<file path="src/rtl/slfr_pkg.sv">
`timescale 1ns / 1ps
// ----------------------------------------------------------------------------
// slfr_pkg
// Shared types and constants of the sync/length frame receiver.
// ----------------------------------------------------------------------------
package slfr_pkg;

   localparam logic [7:0]  SYNC_BYTE       = 8'hAA;
   localparam logic [7:0]  EXT_MARK        = 8'hFF;
   localparam logic [16:0] LEN_POS         = 17'd2;
   localparam logic [16:0] SHORT_LAST_POS  = 17'd5;
   localparam logic [16:0] LONG_LAST_POS   = 17'd9;
   localparam logic [33:0] HDR_SHORT       = 34'd6;
   localparam logic [33:0] HDR_LONG        = 34'd10;
   localparam logic [16:0] LIMIT_RESET     = 17'd4096;
   localparam int          RSP_FIFO_DEPTH  = 8;

   // one result item
   typedef struct packed {
      logic [7:0]  data;
      logic [15:0] pos;
      logic        last;
      logic        too_long;
   } rsp_item_type;

   // results produced by one request, up to two
   typedef struct packed {
      logic         push0;
      logic         push1;
      rsp_item_type item0;
      rsp_item_type item1;
   } push_type;

endpackage

</file>
<file path="src/rtl/slfr_deframe.sv">
`timescale 1ns / 1ps
// ----------------------------------------------------------------------------
// slfr_deframe
// Input register, sync hunt, header decode and frame tracking; produces the
// result items of each registered request.
// ----------------------------------------------------------------------------
module slfr_deframe (
   input  logic                 clock,
   input  logic                 reset,
   input  logic                 accept,
   input  logic [7:0]           in_byte,
   input  logic [16:0]          frame_limit,
   output slfr_pkg::push_type   push
);

   typedef enum logic [1:0] {
      HUNT   = 2'd0,
      HEADER = 2'd1,
      BODY   = 2'd2
   } phase_type;

   logic        in_valid_ff;
   logic [7:0]  in_byte_ff;
   phase_type   phase_ff, phase_in;
   logic        prev_sync_ff, prev_sync_in;
   logic [16:0] frame_pos_ff, frame_pos_in;
   logic        ext_ff, ext_in;
   logic [31:0] word_count_ff, word_count_in;
   logic [16:0] frame_end_ff, frame_end_in;

   logic [33:0] frame_end_w;
   logic        hdr_last;
   logic        abort;

   // input register
   always_ff @(posedge clock) begin
      if (reset) begin
         in_valid_ff <= 1'b0;
      end else begin
         in_valid_ff <= accept;
      end
      if (accept) begin
         in_byte_ff <= in_byte;
      end
   end

   // decoded length of the frame, valid on the last header byte
   assign frame_end_w = {1'b0, word_count_ff, 1'b0} + (ext_ff ? slfr_pkg::HDR_LONG
                                                               : slfr_pkg::HDR_SHORT);
   assign hdr_last    = ext_ff ? (frame_pos_ff == slfr_pkg::LONG_LAST_POS)
                               : (frame_pos_ff == slfr_pkg::SHORT_LAST_POS);
   assign abort       = frame_end_w > {17'd0, frame_limit};

   // frame tracking
   always_comb begin
      phase_in      = phase_ff;
      prev_sync_in  = prev_sync_ff;
      frame_pos_in  = frame_pos_ff;
      ext_in        = ext_ff;
      word_count_in = word_count_ff;
      frame_end_in  = frame_end_ff;
      push          = '0;
      push.item0.data = in_byte_ff;
      push.item0.pos  = frame_pos_ff[15:0];
      push.item1.data = slfr_pkg::SYNC_BYTE;
      push.item1.pos  = 16'd1;

      if (in_valid_ff) begin
         unique case (phase_ff)
            HEADER: begin
               push.push0   = 1'b1;
               frame_pos_in = frame_pos_ff + 17'd1;
               // length byte
               if (frame_pos_ff == slfr_pkg::LEN_POS) begin
                  ext_in        = (in_byte_ff == slfr_pkg::EXT_MARK);
                  word_count_in = ext_in ? 32'd0 : {24'd0, in_byte_ff};
               end
               // extended count, little-endian at header bytes 4 to 7
               if (ext_ff && frame_pos_ff[16:2] == 15'd1) begin
                  unique case (frame_pos_ff[1:0])
                     2'd0: word_count_in[7:0]   = in_byte_ff;
                     2'd1: word_count_in[15:8]  = in_byte_ff;
                     2'd2: word_count_in[23:16] = in_byte_ff;
                     2'd3: word_count_in[31:24] = in_byte_ff;
                     default: word_count_in = word_count_ff;
                  endcase
               end
               // limit check and phase change on the last header byte
               if (hdr_last) begin
                  frame_end_in = frame_end_w[16:0];
                  if (abort) begin
                     push.item0.last     = 1'b1;
                     push.item0.too_long = 1'b1;
                     phase_in            = HUNT;
                     prev_sync_in        = 1'b0;
                  end else if (word_count_ff == 32'd0) begin
                     push.item0.last = 1'b1;
                     phase_in        = HUNT;
                     prev_sync_in    = 1'b0;
                  end else begin
                     phase_in = BODY;
                  end
               end
            end
            BODY: begin
               push.push0   = 1'b1;
               frame_pos_in = frame_pos_ff + 17'd1;
               if ({1'b0, frame_pos_ff} + 18'd1 >= {1'b0, frame_end_ff}) begin
                  push.item0.last = 1'b1;
                  phase_in        = HUNT;
                  prev_sync_in    = 1'b0;
               end
            end
            default: begin
               // hunting, also the unused phase code
               if (prev_sync_ff && in_byte_ff == slfr_pkg::SYNC_BYTE) begin
                  push.push0      = 1'b1;
                  push.push1      = 1'b1;
                  push.item0.data = slfr_pkg::SYNC_BYTE;
                  push.item0.pos  = 16'd0;
                  phase_in        = HEADER;
                  prev_sync_in    = 1'b0;
                  frame_pos_in    = 17'd2;
                  ext_in          = 1'b0;
                  word_count_in   = 32'd0;
                  frame_end_in    = 17'd0;
               end else begin
                  phase_in     = HUNT;
                  prev_sync_in = (in_byte_ff == slfr_pkg::SYNC_BYTE);
               end
            end
         endcase
      end
   end

   // state registers
   always_ff @(posedge clock) begin
      if (reset) begin
         phase_ff      <= HUNT;
         prev_sync_ff  <= 1'b0;
         frame_pos_ff  <= 17'd0;
         ext_ff        <= 1'b0;
         word_count_ff <= 32'd0;
         frame_end_ff  <= 17'd0;
      end else begin
         phase_ff      <= phase_in;
         prev_sync_ff  <= prev_sync_in;
         frame_pos_ff  <= frame_pos_in;
         ext_ff        <= ext_in;
         word_count_ff <= word_count_in;
         frame_end_ff  <= frame_end_in;
      end
   end

endmodule

</file>
<file path="src/rtl/slfr_rsp_fifo.sv">
`timescale 1ns / 1ps
// ----------------------------------------------------------------------------
// slfr_rsp_fifo
// Result queue in flip-flops: takes up to two items a cycle, gives one.
// ----------------------------------------------------------------------------
module slfr_rsp_fifo #(
   parameter int DEPTH = slfr_pkg::RSP_FIFO_DEPTH,
   localparam int PTR_W = $clog2(DEPTH),
   localparam int CNT_W = $clog2(DEPTH + 1)
) (
   input  logic                     clock,
   input  logic                     reset,
   input  slfr_pkg::push_type       push,
   input  logic                     pop,
   output logic                     not_empty,
   output slfr_pkg::rsp_item_type   head,
   output logic [CNT_W-1:0]         count
);

   slfr_pkg::rsp_item_type mem_ff [DEPTH];
   logic [PTR_W-1:0]       wr_ptr_ff, wr_ptr_in;
   logic [PTR_W-1:0]       rd_ptr_ff, rd_ptr_in;
   logic [CNT_W-1:0]       count_ff, count_in;
   logic                   do_pop;

   assign not_empty = (count_ff != '0);
   assign head      = mem_ff[rd_ptr_ff];
   assign count     = count_ff;
   assign do_pop    = pop && not_empty;

   // pointer and fill count update
   always_comb begin
      wr_ptr_in = wr_ptr_ff + PTR_W'(push.push0) + PTR_W'(push.push1);
      rd_ptr_in = rd_ptr_ff + PTR_W'(do_pop);
      count_in  = count_ff + CNT_W'(push.push0) + CNT_W'(push.push1) - CNT_W'(do_pop);
   end

   always_ff @(posedge clock) begin
      if (reset) begin
         wr_ptr_ff <= '0;
         rd_ptr_ff <= '0;
         count_ff  <= '0;
      end else begin
         wr_ptr_ff <= wr_ptr_in;
         rd_ptr_ff <= rd_ptr_in;
         count_ff  <= count_in;
      end
   end

   // entry writes, second item only comes with the first
   always_ff @(posedge clock) begin
      if (push.push0) begin
         mem_ff[wr_ptr_ff] <= push.item0;
      end
      if (push.push1) begin
         mem_ff[wr_ptr_ff + PTR_W'(1)] <= push.item1;
      end
   end

endmodule

</file>
<file path="src/rtl/sync_length_frame_receiver_top.sv">
`timescale 1ns / 1ps
// ----------------------------------------------------------------------------
// sync_length_frame_receiver_top
// Sync-word, length-prefixed frame receiver for a byte stream.
// ----------------------------------------------------------------------------
// One received byte is taken per clock cycle while req_tready is high. Each
// request goes through an input register and the header/frame decode logic,
// and its results are written into a small result queue that gives them out
// in order. A completed sync pair gives two results (positions 0 and 1),
// every header and payload byte one, and hunting bytes none. The queue of
// RSP_DEPTH entries takes the sync pair's extra result, so req_tready only
// drops while the queue holds more than RSP_DEPTH - 4 entries, that is when
// the consumer holds rsp_tready low. csr writes of frame_limit are taken in
// any cycle.
module sync_length_frame_receiver_top #(
   parameter int RSP_DEPTH = slfr_pkg::RSP_FIFO_DEPTH
) (
   input  logic        clock,
   input  logic        reset,
   // request stream
   input  logic        req_tvalid,
   output logic        req_tready,
   input  logic [7:0]  req_tdata,    // [7:0] in_byte
   // result stream
   output logic        rsp_tvalid,
   input  logic        rsp_tready,
   output logic [23:0] rsp_tdata,    // [7:0] out_byte, [23:8] byte_pos
   output logic        rsp_tlast,    // is_last
   output logic [0:0]  rsp_tuser,    // [0] too_long
   // configuration write
   input  logic        csr_valid,
   output logic        csr_ready,
   input  logic [16:0] csr_data      // [16:0] frame_limit
);

   localparam int CNT_W = $clog2(RSP_DEPTH + 1);

   logic [16:0]            frame_limit_ff;
   logic                   req_accept;
   slfr_pkg::push_type     push;
   slfr_pkg::rsp_item_type head;
   logic [CNT_W-1:0]       fill;

   // frame limit register
   assign csr_ready = 1'b1;
   always_ff @(posedge clock) begin
      if (reset) begin
         frame_limit_ff <= slfr_pkg::LIMIT_RESET;
      end else if (csr_valid) begin
         frame_limit_ff <= csr_data;
      end
   end

   // room for the request in flight and the new one
   assign req_tready = (fill <= CNT_W'(RSP_DEPTH - 4));
   assign req_accept = req_tvalid && req_tready;

   slfr_deframe u_deframe (
      .clock       (clock),
      .reset       (reset),
      .accept      (req_accept),
      .in_byte     (req_tdata),
      .frame_limit (frame_limit_ff),
      .push        (push)
   );

   slfr_rsp_fifo #(
      .DEPTH (RSP_DEPTH)
   ) u_rsp_fifo (
      .clock     (clock),
      .reset     (reset),
      .push      (push),
      .pop       (rsp_tready),
      .not_empty (rsp_tvalid),
      .head      (head),
      .count     (fill)
   );

   // result packing
   assign rsp_tdata = {head.pos, head.data};
   assign rsp_tlast = head.last;
   assign rsp_tuser = head.too_long;

endmodule

</file>
<file path="config.mk">
export PLATFORM = sky130hd
export DESIGN_NAME = sync_length_frame_receiver_top
export DESIGN_NICKNAME = d
export VERILOG_FILES = /design/src/rtl/slfr_pkg.sv /design/src/rtl/slfr_deframe.sv /design/src/rtl/slfr_rsp_fifo.sv /design/src/rtl/sync_length_frame_receiver_top.sv
export SDC_FILE = /design/constraint.sdc
export NUM_CORES = 1
export LEC_CHECK = 0
export BUFFER_PORTS_ARGS = -buffer_cell sky130_fd_sc_hd__clkbuf_2
export CORE_UTILIZATION = 62
export CTS_CLUSTER_SIZE = 28
export DETAILED_ROUTE_END_ITERATION = 12
export PLACE_DENSITY = 0.8
export SYNTH_ARGS = -nofsm -noshare
export SYNTH_HDL_FRONTEND = slang
export SYNTH_SLANG_ARGS = --single-unit
</file>
<file path="constraint.sdc">
create_clock -name clock -period 4.6 [get_ports clock]
set_input_delay 0.46 -clock clock [delete_from_list [all_inputs] [get_ports clock]]
set_output_delay 0.46 -clock clock [all_outputs]
set_load 0.01 [all_outputs]
</file>
## Word-level counts from Yosys, hierarchy flattened

Memories as Yosys holds them, arrays and structs flattened. A register that Yosys moved wholly into a read port is not among the register bits.
Cells that the tools add are included.

- Input bits: 30
- RAM bits: 208
- Register bits: 106
- Memories kept: 1
- Output and inout port bits: 29
- Logic and storage cells: 105

- Bitwise gates (word level): 1
- Muxes and demuxes: 47
- Magnitude comparators: 3
- Equality and inequality tests: 15
- Reductions and logical operators: 16
- Add/subtract/negate cells: 10

Memories:

| name | words | bits a word | read ports | clocked after Yosys merged registers in | write ports | RTL line | text |
|---|---|---|---|---|---|---|---|
| u_rsp_fifo.mem_ff | 8 | 26 | 1 | 1 | 2 | slfr_rsp_fifo.sv:20 | `slfr_pkg::rsp_item_type mem_ff [DEPTH];` |

Operator list:

| cell | count |
|---|---|
| $mux 32 | 3 |
| $mux 17 | 4 |
| $pmux 32 s2 | 1 |
| $mux 8 | 5 |
| $add 33x34->34 | 1 |
| $gt 34x17->1 | 1 |
| $pmux 17 s2 | 1 |
| $logic_not 32->1 | 1 |
| $mux 28 | 1 |
| $mux 26 | 1 |
| $mux 25 | 1 |
| $mux 1 | 19 |
| $add 17x1->18 const B | 1 |
| $ge 18x17->1 | 1 |
| $add 17x1->17 const B | 1 |
| $eq 17x2->1 const B | 1 |
| $eq 17x3->1 const B | 1 |
| $eq 17x4->1 const B | 1 |
| $eq 8x8->1 const B | 2 |
| $eq 15x1->1 const B | 1 |
| $reduce_and 4->1 | 3 |
| $mux 2 | 5 |
| $add 3x1->3 | 3 |
| $add 4x1->4 | 2 |
| 19 further kinds | 31 |

## Logic depth before layout (Yosys ltp)

- Depth in word-level cells: 10
- Depth in mapped cells: 15
- Gate-level depth less buffers: 15

## Cells and area by module

A second synthesis with hierarchy kept.

- Cells, all modules: 1314
- Area total of the unflattened synthesis: 16882.4 um^2

Modules (own cells, without submodules):

| module | cells an instance | instances | area each (um^2) | sequential area each (um^2) |
|---|---|---|---|---|
| slfr_rsp_fifo | 606 | 1 | 10954.3 | 6446.2 |
| slfr_deframe | 648 | 1 | 5281.3 | 1641.6 |
| sync_length_frame_receiver_top | 60 | 1 | 646.9 | 340.3 |

## Worst setup path after synthesis

OpenSTA, ideal clock, no wires.

- Path kind: register to register
- From: register u_deframe.ext_ff
- To: register u_deframe.phase_ff[1]
- Path buffers: 0
- Library setup time: 71 ps
- Cell stages (with the launch flop): 16
- Required time: 4529 ps
- Arrival time: 3498 ps
- Slack: 1032 ps
- Clock period less this slack: 3568 ps
- Path through: dfxtp_1 > inv_1 > ha_1 > and3_4 > o21a_1 > and3_1 > xor2_1 > ha_1 > nand4_1 > nor4_1 > nand4_1 > a221oi_1 > and4_1 > nand4_1 > or4_1 > a21oi_1

- Cells in the longest elaborated chain, start to end: 6
- Elaborated cells on any way between the ends: 9
- Those cells by class: add/sub (1); order compare (1); eq/ne (1); mux (5); reduce/logical (1)

RTL lines:

| what | RTL line | text |
|---|---|---|
| start, declared | slfr_deframe.sv:27 | `logic ext_ff, ext_in;` |
| start signal, assigned | slfr_deframe.sv:149 | `ext_ff <= ext_in;` |
| $mux 4 | slfr_deframe.sv:48 | `assign frame_end_w = {1'b0, word_count_ff, 1'b0} + (ext_ff ? slfr_pkg::HDR_LONG` |
| $add 33x34->34 | slfr_deframe.sv:48 |  |
| $gt 34x17->1 | slfr_deframe.sv:52 | `assign abort = frame_end_w > {17'd0, frame_limit};` |
| $mux 2 | slfr_deframe.sv:91 | `if (abort) begin` |
| $mux 2 | slfr_deframe.sv:89 | `if (hdr_last) begin` |
| $pmux 2 s2 | slfr_deframe.sv:69 | `unique case (phase_ff)` |
| end signal, assigned | slfr_deframe.sv:146 | `phase_ff <= phase_in;` |
| end, declared | slfr_deframe.sv:24 | `phase_type phase_ff, phase_in;` |

Several ways; a longest one is shown, not always the timed one. The select of a mux whose other input is x is not followed.
A chain may end at the register's enable or synchronous reset.

==> metrics.md <==
| Metric | Value |
|---|---|
| Status | `complete, no violations` |
| PwrDens | `378 mW/mm^2` |
| Slew headroom | `22.5%` |
| Worst Tran Pin Value | `1160 ps` |
| CP required | `5040 ps` |
| Antenna violations before repair | `0` |
| Row count | `56` |
| DP Area | `0.0154 sq mm` |
| Total gr overflow | `0` |
| Core area | `0.0235 sq mm` |
| Crit path time final | `4080 ps` |
| CTS tree | `done` |
| I/O Pins | `59` |
| Die Y | `157 um` |
| CTS Buf Count | `31` |
| CP Class | `register to register` |
| Final Hold Viols | `0` |
| Cts-stage hold buffer count | `0` |
| Crit Path Max Fanout | `8` |
| Synth Cell Area | `0.0149 sq mm` |
| All-layer global routing usage | `32.5%` |
| Routed vias | `12700` |
| Async S/R FF share, synth | `0%` |
| Post-synthesis compound-gate area fraction | `12.7%` |
| # Max-Cap Violations | `0` |
| Largest net degree at the start of global routing | `54` |
| Simple-gate portion of the synthesized area | `21.9%` |
| RSZ-0062 raised after global routing | `false` |
| HPWL Detailed | `26.5 mm` |
| Crit path cell chain | `inv_1, ha_1, and3_4, o21a_1, and3_1, xor2_1, ha_1, nand4_1, nor4_1, buf_4, nand4_1, a221oi_1, and4_1, nand4_1, a32oi_2, o31ai_1` |
| Worst Hold Class | `primary input to register` |
| CTS Root Cell | `clkbuf_16` |
| VDD IR max | `0.000322 V` |
| CTS H-Tree Depth | `1` |
| Post-CTS Setup Bufs | `0` |
| Synth Area in Adders | `4.64%` |
| Port bufs | `57` |
| # diodes | `0` |
| Post-synthesis sequential area ratio | `42.5%` |
| First-pass GRT wire length | `63.1 mm` |
| CTS Buffer Depth | `3` |
| Crit end category | `register` |
| WHS Path Cells | `1` |
| Crit-path max cell delay | `480 ps` |
| EDFF count, synth | `8` |
| Pwr Total | `0.00623 W` |
| Fin area | `0.0165 sq mm` |
| Synth cell types | `67` |
| # setup viols final | `0` |
| Area growth syn-to-layout | `10.6%` |
| Worst Path Arrival | `4520 ps` |
| Max frequency | `245 MHz` |
| Setup TNS | `0 ps` |
| CP most frequent cell | `nand4_1` |
| DP Worst Slack | `612 ps` |
| Slew Viols, Final | `0` |
| Top cells by area, synth | `dfxtp_1 41%, nor2_1 9.1%, mux4_2 7.8%, a21oi_1 5.7%, nand2_1 4.9%` |
| Worst setup margin | `520 ps` |
| Die area | `0.0247 sq mm` |
| TritonRoute pass-1 iters | `5` |
| XOR/XNOR Fraction of Synth Area | `2.35%` |
| M1 wire length | `16.4 mm` |
| Main synth FF type | `dfxtp_1` |
| Fill cells | `1833` |
| Final #Nets | `1815` |
| Placer Congestion | `0.933` |
| Final cycle utilization of the critical path | `88.7%` |
| DR WL/cell | `19.2 um` |
| Top layer in use | `met4` |
| Largest area contributor in the netlist | `dfxtp_1` |
| Finished Core Util | `70.1%` |
| Slowest CP cell | `a32oi_2` |
| Routed length on met3 | `2.25 mm` |
| #FFs+latches synth | `313` |
| P_leak | `6.49 nW` |
| Area share of the largest cell type after synthesis | `40.9%` |
| Clock Skew | `18.0 ps` |
| CTS sink count | `313` |
| Worst R2R Path Depth | `16` |
| Clk pin slew, worst setup/hold paths | `70 ps` |
| DR vias/cell | `6.13` |
| Antenna Violating Nets Remaining | `0` |
| Post-Route WL | `39.8 mm` |
| Clk Latency, worst-skew pair | `570 ps` |
| Cell count after synthesis | `1741` |
| Ratio of cells with drive above 1 in the final layout | `14.1%` |
| Yosys warnings | `0` |
| Largest family of logic cells by synthesized area | `simple AND/OR/NAND/NOR gates` |
| Syn Area/Cell | `8.58 sq um` |
| CTS resizes | `0` |
| Initial Util | `63.5%` |
| Vias in the first global route | `12300` |
| Post-synthesis mux area share | `11.1%` |
| DRC Markers | `0` |
| WL met2 | `19.5 mm` |
| Worst Setup Start Kind | `register` |
| Mapped Nets | `1824` |
| Reg area | `0.00635 sq mm` |
| Die W | `157 um` |
| DR iter-0 viols | `1111` |
| Area of the multi-input gates | `0.00792 sq mm` |
[synth_stat cells, types with 6 or more instances]
cell,number
nand3_1,66
nor2_1,362
ha_1,49
a21oi_1,171
mux2i_1,20
clkbuf_1,109
nand4_1,24
edfxtp_1,8
nand2_1,195
xnor2_1,29
or3_1,8
inv_1,54
and2_1,8
o211ai_1,11
buf_1,13
nor3_1,12
o21ai_0,16
a22oi_1,30
o31ai_1,8
mux2_2,26
o21ai_1,6
xor2_1,11
nor4_1,12
nor2b_1,9
buf_2,7
and3_1,11
mux4_2,52
and4_1,7
a32oi_1,32
dfxtp_1,305
[flip-flops by register name, indices dropped and copies added, names as in the netlist, 2 cells and up]
name / count
u_deframe.in_byte_ff: 8
u_rsp_fifo.mem_ff: 208
u_deframe.frame_pos_ff: 17
u_deframe.frame_end_ff: 16
u_rsp_fifo.rd_ptr_ff: 3
u_rsp_fifo.count: 4
frame_limit_ff: 17
u_deframe.word_count_ff: 32
u_rsp_fifo.wr_ptr_ff: 3
u_deframe.phase_ff: 2
[final timing paths]
check	startpoint	end	slack, ps
worst min-delay path	req_tdata[4]	u_deframe.in_byte_ff[4]	70
worst min register to register	u_rsp_fifo.mem_ff[4][22]	u_rsp_fifo.mem_ff[4][22]	460
worst max register to register	u_deframe.ext_ff	u_rsp_fifo.mem_ff[7][1]	520
worst max-delay path	u_deframe.ext_ff	u_rsp_fifo.mem_ff[7][1]	520
[report_power, final]
| group | total [W] | internal, W | switching, W |
|---|---|---|---|
| clock network | 0.00273 | 0.00165 | 0.00108 |
| registers | 0.00299 | 0.00279 | 0.000205 |
| logic | 0.000511 | 0.000274 | 0.000237 |
[worst max-delay path: cells and delay by family, from the launching register on]
family | cells | cell delay [ps]
AND/OR/NAND/NOR | 7 | 1360
AO/OA/AOI/OAI | 4 | 1180
adder cells (fa/ha/maj) | 2 | 580
flip-flops | 1 | 370
buffers and inverters | 2 | 300
XOR/XNOR | 1 | 160
[logic make-up after synthesis]
family / count (synthesis)
DFF: 313
and+or+nand+nor: 743
adders and majority gates: 53
buffers and inverters: 185
other: 1
xor gates and xnor gates: 40
muxes: 98
AOI/OAI and AO/OA: 308
[metal layers]
metal	track usage, %	vias to the layer above
met4	14.7	0
li1	-	6031
met1	40.4	6083
met2	56.6	500
met3	3.77	107
met5	0	-
[placed cells by master, fill, tap and decap left out, types with 29 or more instances in the layout]
master and count:
mux4_2 52, dfxtp_1 303, xnor2_1 29, buf_4 32, inv_1 54, nand2_1 195, clkbuf_16 31, ha_1 49
nand3_1 66, a22oi_1 30, clkbuf_2 56, a32oi_1 32, a21oi_1 171, nor2_1 361
[per-stage QoR]
| stage | hold WS [ps] | cells |
|---|---|---|
| 6_report | 70.8 | 2076 |
| 5_1_grt | 55.3 | 2076 |
| 4_1_cts | 55.7 | 2076 |
| 3_5_place_dp | 444 | 2018 |
| 3_3_place_gp | 438 | 2018 |
| 2_1_floorplan | 429 | 1741 |
[area by class of cell]
class	count	share of cell area, %
repair buffers	89	3.18
inverters	54	1.23
well taps	319	2.42
multi-input cells	1243	47.9
clock buffers	48	5.81
flip-flops and latches	313	38.5
clock inverters	10	0.970
(Power assumes the default switching activity.)
